## src/tcw_pkg.sv

```systemverilog
// ---------------------------------------------------------------------------
// tcw_pkg
// Shared constants, codes and controller/datapath interface types for the
// text console writer.
// ---------------------------------------------------------------------------
package tcw_pkg;

    // Screen geometry
    localparam int COLUMNS    = 80;
    localparam int ROWS       = 25;
    localparam int CELL_COUNT = ROWS * COLUMNS;

    // Field widths
    localparam int COL_W  = 7;
    localparam int ROW_W  = 5;
    localparam int ADDR_W = 11;
    localparam int CNT_W  = $clog2(CELL_COUNT + 1);

    // Character and colour constants
    localparam logic [7:0] SPACE_CODE   = 8'h20;
    localparam logic [7:0] NEWLINE_CODE = 8'h0A;
    localparam logic [7:0] RESET_COLOR  = 8'd15;

    typedef enum logic [1:0] {
        OP_PUT   = 2'd0,
        OP_READ  = 2'd1,
        OP_CLEAR = 2'd2,
        OP_SETCUR = 2'd3
    } op_t;

    typedef enum logic [7:0] {
        ST_INIT   = 8'b0000_0001,
        ST_IDLE   = 8'b0000_0010,
        ST_EXEC   = 8'b0000_0100,
        ST_SCROLL = 8'b0000_1000,
        ST_FILL   = 8'b0001_0000,
        ST_PUT    = 8'b0010_0000,
        ST_CLEAR  = 8'b0100_0000,
        ST_EMIT   = 8'b1000_0000
    } state_t;

    // Commands from controller to datapath
    typedef struct packed {
        logic latch;        // capture incoming item
        logic brk;          // line break on cursor (no memory access)
        logic put;          // write character at effective cursor, advance
        logic set_cur;      // load clamped cursor
        logic rd_issue;     // read addressed cell
        logic cnt_clr;      // zero the sweep counter
        logic scroll_step;  // one step of the row-up copy
        logic fill_step;    // write one blank cell at sweep counter
        logic fill_init;    // blank uses the reset colour
        logic set_scrolled; // flag this item as having scrolled
        logic out_load;     // load the output register
    } cmd_t;

    // Status from datapath to controller
    typedef struct packed {
        op_t  op;
        logic is_newline;
        logic col_full;
        logic last_row;
        logic scroll_end;   // sweep counter has passed the last source row
        logic cnt_last;     // sweep counter at the last cell
        logic out_free;     // output register can take a result
    } status_t;

endpackage

```

## src/tcw_ctrl.sv

```systemverilog
// ---------------------------------------------------------------------------
// tcw_ctrl
// Sequencing state machine: decodes each item and drives the datapath
// through writes, reads, scroll copy and screen sweeps.
// ---------------------------------------------------------------------------
module tcw_ctrl (
    input  logic             clk,
    input  logic             rst_n,
    input  logic             in_valid,
    output logic             in_ready,
    input  tcw_pkg::status_t status,
    output tcw_pkg::cmd_t    cmd
);

    tcw_pkg::state_t state_reg;
    tcw_pkg::state_t state_next;

    always_ff @(posedge clk or negedge rst_n)
    begin
        if (!rst_n)
        begin
            state_reg <= tcw_pkg::ST_INIT;
        end
        else
        begin
            state_reg <= state_next;
        end
    end

    always_comb
    begin
        state_next = state_reg;
        cmd        = '0;
        in_ready   = 1'b0;
        unique case (state_reg)
            tcw_pkg::ST_INIT:
            begin
                cmd.fill_step = 1'b1;
                cmd.fill_init = 1'b1;
                if (status.cnt_last)
                begin
                    state_next = tcw_pkg::ST_IDLE;
                end
            end
            tcw_pkg::ST_IDLE:
            begin
                in_ready  = 1'b1;
                cmd.latch = in_valid;
                if (in_valid)
                begin
                    state_next = tcw_pkg::ST_EXEC;
                end
            end
            tcw_pkg::ST_EXEC:
            begin
                unique case (status.op)
                    tcw_pkg::OP_PUT:
                    begin
                        priority if ((status.is_newline || status.col_full) &&
                                     status.last_row)
                        begin
                            cmd.cnt_clr      = 1'b1;
                            cmd.set_scrolled = 1'b1;
                            state_next       = tcw_pkg::ST_SCROLL;
                        end
                        else if (status.is_newline)
                        begin
                            cmd.brk    = 1'b1;
                            state_next = tcw_pkg::ST_EMIT;
                        end
                        else
                        begin
                            cmd.put    = 1'b1;
                            state_next = tcw_pkg::ST_EMIT;
                        end
                    end
                    tcw_pkg::OP_READ:
                    begin
                        cmd.rd_issue = 1'b1;
                        state_next   = tcw_pkg::ST_EMIT;
                    end
                    tcw_pkg::OP_CLEAR:
                    begin
                        cmd.cnt_clr = 1'b1;
                        state_next  = tcw_pkg::ST_CLEAR;
                    end
                    tcw_pkg::OP_SETCUR:
                    begin
                        cmd.set_cur = 1'b1;
                        state_next  = tcw_pkg::ST_EMIT;
                    end
                    default:
                    begin
                        state_next = tcw_pkg::ST_EMIT;
                    end
                endcase
            end
            tcw_pkg::ST_SCROLL:
            begin
                cmd.scroll_step = 1'b1;
                if (status.scroll_end)
                begin
                    state_next = tcw_pkg::ST_FILL;
                end
            end
            tcw_pkg::ST_FILL:
            begin
                cmd.fill_step = 1'b1;
                if (status.cnt_last)
                begin
                    if (status.is_newline)
                    begin
                        cmd.brk    = 1'b1;
                        state_next = tcw_pkg::ST_EMIT;
                    end
                    else
                    begin
                        state_next = tcw_pkg::ST_PUT;
                    end
                end
            end
            tcw_pkg::ST_PUT:
            begin
                cmd.put    = 1'b1;
                state_next = tcw_pkg::ST_EMIT;
            end
            tcw_pkg::ST_CLEAR:
            begin
                cmd.fill_step = 1'b1;
                if (status.cnt_last)
                begin
                    state_next = tcw_pkg::ST_EMIT;
                end
            end
            tcw_pkg::ST_EMIT:
            begin
                // result goes out as the next item comes in
                in_ready     = status.out_free;
                cmd.out_load = status.out_free;
                cmd.latch    = status.out_free && in_valid;
                priority if (status.out_free && in_valid)
                begin
                    state_next = tcw_pkg::ST_EXEC;
                end
                else if (status.out_free)
                begin
                    state_next = tcw_pkg::ST_IDLE;
                end
                else
                begin
                    state_next = tcw_pkg::ST_EMIT;
                end
            end
            default:
            begin
                state_next = tcw_pkg::ST_INIT;
            end
        endcase
    end

endmodule

```

## config.mk

```make
export PLATFORM = sky130hd
export DESIGN_NAME = tcw_ctrl
export DESIGN_NICKNAME = d
export VERILOG_FILES = /design/src/tcw_pkg.sv /design/src/tcw_ctrl.sv
export SDC_FILE = /design/constraint.sdc
export NUM_CORES = 1
export LEC_CHECK = 0
export CAP_MARGIN = 20
export CORE_MARGIN = 4
export CORE_UTILIZATION = 30
export CTS_BUF_LIST = sky130_fd_sc_hd__clkbuf_8
export CTS_CLUSTER_DIAMETER = 40
export DETAILED_ROUTE_END_ITERATION = 10
export DONT_BUFFER_PORTS = 1
export GPL_ROUTABILITY_DRIVEN = 0
export GPL_TIMING_DRIVEN = 0
export SKIP_CTS_REPAIR_TIMING = 1
export SYNTH_ARGS = -nofsm -noshare
export SYNTH_HDL_FRONTEND = slang
export SYNTH_SLANG_ARGS = --single-unit
```

## constraint.sdc

```tcl
create_clock -name clk -period 1.6 [get_ports clk]
set_clock_uncertainty 0.05 [all_clocks]
set_input_delay 0.08 -clock clk [delete_from_list [all_inputs] [get_ports clk]]
set_output_delay 0.08 -clock clk [all_outputs]
set_load 0.03 [all_outputs]
```

Word-level counts from Yosys, hierarchy flattened
Cells that the tools add are included.
- add/sub/neg operators: 0
- multipliers: 0
- divide/modulo/power cells: 0
- order comparisons: 0
- equal/unequal tests: 16
- shift operators: 0
- mux-type cells: 31
- bitwise gates (word level): 0
- reductions and logical operators: 7
- operators with widths (cell ; count):
    two-way mux 8 bit ; 9
    case mux 8 bit (8 select lines) ; 1
    case mux 8 bit (3 select lines) ; 1
    two-way mux 1 bit ; 12
    != test 2 bit, second input constant ; 5
    case mux 1 bit (2 select lines) ; 5
    equality test 8 x 1 -> 1 bit, second input constant ; 1
    equality test 8 x 2 -> 1 bit, second input constant ; 1
    equality test 8 x 3 -> 1 bit, second input constant ; 1
    equality test 8 x 4 -> 1 bit, second input constant ; 1
    equality test 8 x 5 -> 1 bit, second input constant ; 1
    equality test 8 x 6 -> 1 bit, second input constant ; 1
    equality test 8 x 7 -> 1 bit, second input constant ; 1
    equality test 8 bit, second input constant ; 1
    AND reduction 5 bit ; 1
    equality test 2 bit, second input constant ; 2
    two-way mux 2 bit ; 2
    two-way mux 3 bit ; 1
    OR reduction 3 bit ; 1
    equality test 2 x 1 -> 1 bit, second input constant ; 1
    logical AND 1 bit ; 2
    logical NOT 2 bit ; 1
    OR reduction 2 bit ; 1
    logical OR 1 bit ; 1
- register bits after elaboration: 8
- bits in latches: 0
- memory bits (writable): 0
- bits in read-only memories: 0
- output and inout bits: 12
- memories: 0

Longest topological paths before layout
Gate-level depths: netlist of run 1.
- word-level depth: 5
- depth in mapped cells: 5
- mapped depth without buffers: 4

Worst setup path before layout of run 1
Ideal clock, no wire load.
- path kind: register to output
- from: register state_reg[4]
- to: output port cmd[9] (netlist bit)
- arrival: 1824 ps
- data required time: 1470 ps
- path slack: -354 ps
- cell stages (with the launch flop): 6
- buffers on the path: 1
- cells stage by stage: dfrtp_1 -> buf_2 -> nor3_4 -> nand4_2 -> or4_1 -> a21boi_1
- RTL lines (element ; RTL line ; source):
    start, declared ; tcw_ctrl.sv:15 ; tcw_pkg::state_t state_reg;
    start signal, assigned ; tcw_ctrl.sv:22 ; state_reg <= tcw_pkg::ST_INIT;
    start signal, assigned ; tcw_ctrl.sv:26 ; state_reg <= state_next;
    end, declared ; tcw_ctrl.sv:12 ; output tcw_pkg::cmd_t cmd

==> out/results.tsv, run 1 <==
metric	value	unit
run status	finished with violations	
failing checks	negative setup slack	
Pre-antenna DRT Iters	4	
vias in the first global route	638	
top cell types by occurrence after synthesis	dfrtp_1 (7), inv_1 (7), nor2_1 (7)	
slew margin rel.	59.6	%
post-DR vias/cell	5.67	
drc violations	0	
worst hold path class	input port to flop	
clock-pin slew on the worst setup and hold paths	0.05	ns
GRT overflow	0	
synth top area cells	dfrtp_1 (25%), o21ai_0 (4.3%), o32ai_4 (4.0%)	
hpwl dp	1350	um
I/O Pins	23	
Routed Wire Length	2110	um
Worst Tran Pin Value	0.600	ns
Psw	0.000659	W
Primary FF master, synth	dfrtp_1	
Max Clock Freq	0.491	GHz
Final WS setup	-0.437	ns
yosys warns	0	
remaining antenna violation count	0	
Max Cap Violations	0	
total number of vias	726	
GRT met1 Usage	14.4	%
Tot Pwr	0.00152	W
Yosys reg bits	8	
combinational power share	62.7	%
final setup violation count	19	
synthesized area	696	um^2
Die X	56.2	um
Site Rows	17	
synth-to-layout area growth	56.7	%
Net count, final	112	
Clock Power Share	16.8	%
Largest register FFs	8	
Worst setup SP type	flop	
Layout Cells excl Fill	128	
worst vdd ir	1.09	mV
PortBufs	0	
Die Area	3150	um^2
Die Ht	56.2	um
largest area contributor in the netlist	dfrtp_1	
largest net degree at the start of global routing	11	
syn_nets	89	
all-layer global routing usage	11.6	%
initial antenna violation count	0	
drt wl/cell	16.4	um
post-layout util	49.3	%
P_leak	0.441	nW
TritonCTS clock tree	yes	
cell count after placement	106	
library cells used by synthesis	44	
Bufs on Longest Clock Path	2	
Period minus WS final	2.04	ns
syn avg cell area	8.92	um^2
Max Slew Vio Count	0	
multi-input logic area	597	um^2
CTS buffer count	3	
met2 Use GR	18.7	%
fill count	214	
part of the cycle the worst path needs	127	%
Post-synth ARST share	100	%
Starting Density	31.4	%
met3 global-route usage	2.55	%
antenna cells	0	
Num Clock Sinks	8	
Synth Instances	78	
area share of the largest cell type after synthesis	25.2	%
global-route wire length before repair	2910	um
global route hottest layer	met2	
Pint	0.000865	W
Worst EP required	1.47	ns
CTS Root Cell	clkbuf_8	
sequential element share of the synthesized area	29.0	%
Worst-Skew Late Latency	0.23	ns
PwrDens	1400	nW/um^2
Iter 0 DRT Violations	12	
Register Area	205	um^2
final hold viol count	0	
RSZ-0062 raised after global routing	true	
share of cells above drive strength 1	50.0	%
crit end category	output port	
maximum fanout along the worst path	7	
CP arrival	1.91	ns
Post-synth EDFFs	0	
H-tree levels	1	
Core Footprint	2210	um^2
sequential share of power	20.5	%
critical path type	flop to output port	
switch share	43.2	%
==> layout make-up <==
cell class                 count  share of cell area (%)
clock inverter                 1                   0.344
clock buffer                   3                    3.79
tap                           28                    3.21
inverter                       7                    2.76
buffer                         2                    2.07
multi-input combinational     61                    54.8
sequential                     8                    18.8
timing repair buffer          18                    14.2
==> cell usage in the layout (no fill, tap or decap), types with 2 or more instances in the layout <==
cell           netlist  final
dfrtp_2              0      3
buf_4                0     11
nand2_1              2      2
buf_6                1      4
nor3_4               1      2
xor2_1               2      2
o21ai_0              6      6
dfrtp_1              7      4
nor2b_1              4      2
dlygate4sd3_1        0      5
nor2_1               7      3
nor3_2               0      2
clkbuf_8             0      3
nor2_4               0      4
inv_1                7      6
nor2b_4              0      2
==> per-layer routing <==
metal / vias to the layer above / wire length [um]
met1: 353 / 886
met2: 26 / 1070
met5: - / 0
met3: 5 / 103
met4: 0 / 41
li1: 342 / -
==> logic make-up (layout without fill, tap and decap cells) <==
group           after synthesis  in the layout  synth area share [%]
xor+xnor                      2              2                  2.52
simple gates                 34             34                  32.4
flops                         8              8                  29.0
buf+inv                       9             31                  6.11
mux                           1              1                  2.16
compound gates               24             24                  27.9
==> power groups by stage <==
stage / sequential (W) / clock (W) / combinational (W)
global placement: 0.000302 / 0 / 0.000631
detailed placement: 0.000303 / 0 / 0.000632
finish: 0.000312 / 0.000256 / 0.000956
CTS: 0.000301 / 0.000258 / 0.000637
floorplan: 0.000292 / 0 / 0.000555
global route: 0.000317 / 0.000270 / 0.00102
==> worst max-delay path, stage by stage (launching register included) <==
cell      delay, ns
dfrtp_2        0.46
nor2_1         0.29
nand4_4        0.17
or4_4          0.46
a21boi_4       0.29
==> through the flow <==
step                      setup slack, ns  instance area (um^2)  TNS [ns]  hold WS [ns]
after floorplan                    -0.101                   761    -0.450        -0.266
after global placement             -0.253                   796     -2.00        -0.265
after detailed placement           -0.282                   796     -2.34        -0.265
after CTS                          -0.523                   841     -5.22        -0.514
after global routing               -0.499                  1090     -5.42        0.0598
final                              -0.437                  1090     -4.20        0.0445
==> final timing paths <==
kind / from / to / slack (ns) / cells after the start
worst min-delay path: status[0] / state_reg[7] / 0.04 / 3
max in group asynchronous: rst_n / state_reg[0] / 1.01 / 1
min in group asynchronous: rst_n / state_reg[7] / 0.16 / 1
worst min register to register: state_reg[4] / state_reg[4] / 0.64 / 2
worst max-delay path: state_reg[1] / cmd[9] / -0.44 / 4
worst max register to register: state_reg[4] / state_reg[4] / -0.37 / 7
No activity file was read; power rests on OpenSTA's default activity.
==> run 2, diff against run 1 <==
==> constraint.sdc (replaced) <==
create_clock -name clk -period 1.7 [get_ports clk]
set_clock_uncertainty 0.05 [all_clocks]
set_input_delay 0.085 -clock clk [delete_from_list [all_inputs] [get_ports clk]]
set_output_delay 0.085 -clock clk [all_outputs]
set_load 0.03 [all_outputs]
==> run 2 against run 1 <==
Effect of this change:
- total power fell by 12%
- global-route usage up 0.29 points
- sequential power fell by 7.4%
- the run still ends with negative setup slack left
- sequential cell count did not move
- clock power is 8.2% lower
- largest power group unchanged
- worst hold slack improved by 0.014 ns
- critical endpoint unchanged
- critical path depth grew 1
- routed wire length is 2.9% lower
- clock-buffer cell count unchanged
==> out/results.tsv, run 2 (synthesized netlist as in run 1, its figures left out) <==
metric	value	unit	change
GRT overflow	0		unchanged
worst vdd ir	0.979	mV	-11%
most frequent cells in the layout	buf_4 (8), inv_1 (6), o21ai_0 (6)		
Largest register FFs	8		unchanged
Worst Tran Pin Value	0.886	ns	+0.286 ns
CP startpoint	state_reg[4]		
final setup violation count	17		-2
combinational power share	60.8	%	-1.9 points
Starting Density	31.4	%	unchanged
fill count	208		-2.8%
Max Cap Violations	0		unchanged
most common cell after layout, fill and taps aside	buf_4		
r2r setup slk	-0.28	ns	+0.09 ns
vias in the first global route	628		-1.6%
Net count, final	110		-1.8%
Die Area	3150	um^2	unchanged
Min Hold Slack	0.0589	ns	+0.0144 ns
synth-to-layout area growth	54.1	%	
fin area	1070	um^2	-1.6%
slew margin rel.	40.5	%	-19 points
P_leak	0.431	nW	-2.1%
Pint	0.000743	W	-14%
Clock Power Share	17.6	%	+0.8 points
failing checks	negative setup slack		
TritonCTS clock tree	yes		
maximum fanout along the worst path	6		-1
Pre-antenna DRT Iters	4		unchanged
Worst setup SP type	flop		
PortBufs	0		unchanged
antenna cells	0		unchanged
Worst-Skew Late Latency	0.23	ns	about the same
worst hold path class	input port to flop		
post-DR vias/cell	5.60		-1.2%
I/O Pins	23		unchanged
Site Rows	17		unchanged
R2R Path End	state_reg[4]		
Iter 0 DRT Violations	21		+9
all-layer global routing usage	11.9	%	+0.29 points
initial antenna violation count	0		unchanged
CP arrival	1.95	ns	+0.04 ns
RR Startpoint	state_reg[4]		
part of the cycle the worst path needs	123	%	
switch share	44.5	%	+1.2 points
Core Footprint	2210	um^2	unchanged
crit end category	output port		
Period minus WS final	2.09	ns	
drc violations	0		unchanged
multi-input logic area	592	um^2	-0.84%
worst setup path end	cmd[9]		
Register Area	204	um^2	-0.61%
final hold viol count	0		unchanged
CTS buffer count	3		unchanged
Routed Wire Length	2040	um	-2.9%
total number of vias	706		-2.8%
PwrDens	1250	nW/um^2	-11%
H-tree levels	1		unchanged
Die X	56.2	um	unchanged
critical path type	flop to output port		
clock-pin slew on the worst setup and hold paths	0.04	ns	about the same
CTS Root Cell	clkbuf_8		
RSZ-0062 raised after global routing	true		
Num Clock Sinks	8		unchanged
remaining antenna violation count	0		unchanged
run status	finished with violations		
share of cells above drive strength 1	46.9	%	-3.1 points
largest net degree at the start of global routing	11		unchanged
sequential share of power	21.6	%	+1.1 points
Psw	0.000595	W	-9.8%
Placed Area	774	um^2	-2.7%
Die Ht	56.2	um	unchanged
depth of the most critical reg-to-reg path	7		unchanged
hpwl dp	1350	um	+0.16%
drt wl/cell	16.2	um	-1.4%
Worst EP required	1.56	ns	+0.09 ns
Final WS setup	-0.388	ns	+0.0491 ns
Bufs on Longest Clock Path	2		unchanged
Max Slew Vio Count	0		unchanged
global-route wire length before repair	2960	um	+1.7%
Max Clock Freq	0.479	GHz	
==> run 2: changes by cell type in the layout (fill, tap and decap cells not counted) <==
cell	previous run	this run
buf_4	11	8
buf_6	4	5
dfrtp_1	4	5
dfrtp_2	3	2
nor3_1	1	2
nor3_2	2	1
==> run 2: worst min path at each step <==
stage                   start            to  cells past startpoint
global route        status[0]  state_reg[7]                      3
finish              status[0]  state_reg[7]                      3
global placement        rst_n  state_reg[4]                      0
CTS                     rst_n  state_reg[7]                      0
floorplan               rst_n  state_reg[1]                      0
detailed placement      rst_n  state_reg[4]                      0
==> run 2: critical path: stages, from the launching register on <==
cell      delay (ns)
dfrtp_1         0.39
buf_6           0.14
nor3_4          0.23
nand4_4         0.15
or4_4           0.53
a21boi_4        0.28
==> run 2: stage by stage <==
| step | setup slack, ns | power, W | cells | util [%] | TNS (ns) |
|---|---|---|---|---|---|
| final | -0.388 | 0.00134 | 126 | 48.5 | -2.96 |
| after detailed placement | -0.194 | 0.000879 | 106 | 35.0 | -1.42 |
| after global routing | -0.469 | 0.00141 | 126 | 48.5 | -4.11 |
| after floorplan | -0.0271 | 0.000796 | 78 | - | -0.0557 |
| after global placement | -0.173 | 0.000875 | 106 | 35.0 | -1.21 |
| after CTS | -0.459 | 0.00112 | 110 | 37.0 | -3.98 |
==> run 2: layout make-up <==
cell class	instances	area share, %
Buffer	2	2.10
Timing Repair Buffer	16	13.4
Tap cell	28	3.27
Sequential cell	8	19.0
Clock inverter	1	0.350
Multi-Input combinational cell	61	55.2
Clock buffer	3	3.85
Inverter	7	2.80
==> run 2: per-layer routing <==
layer | vias to the layer above | wire (um) | global-route usage [%]
li1 | 336 | - | -
met1 | 342 | 839 | 15.8
met2 | 24 | 1050 | 18.2
met3 | 4 | 110 | 2.32
met4 | 0 | 40 | 6.10
met5 | - | 0 | 0
==> run 2: power by group through the flow <==
stage	Clock, W	Combinational [W]	Sequential (W)
2_1_floorplan	0	0.000521	0.000274
3_3_place_gp	0	0.000592	0.000283
3_5_place_dp	0	0.000594	0.000286
4_1_cts	0.000242	0.000599	0.000283
5_1_grt	0.000254	0.000860	0.000293
6_report	0.000235	0.000814	0.000289
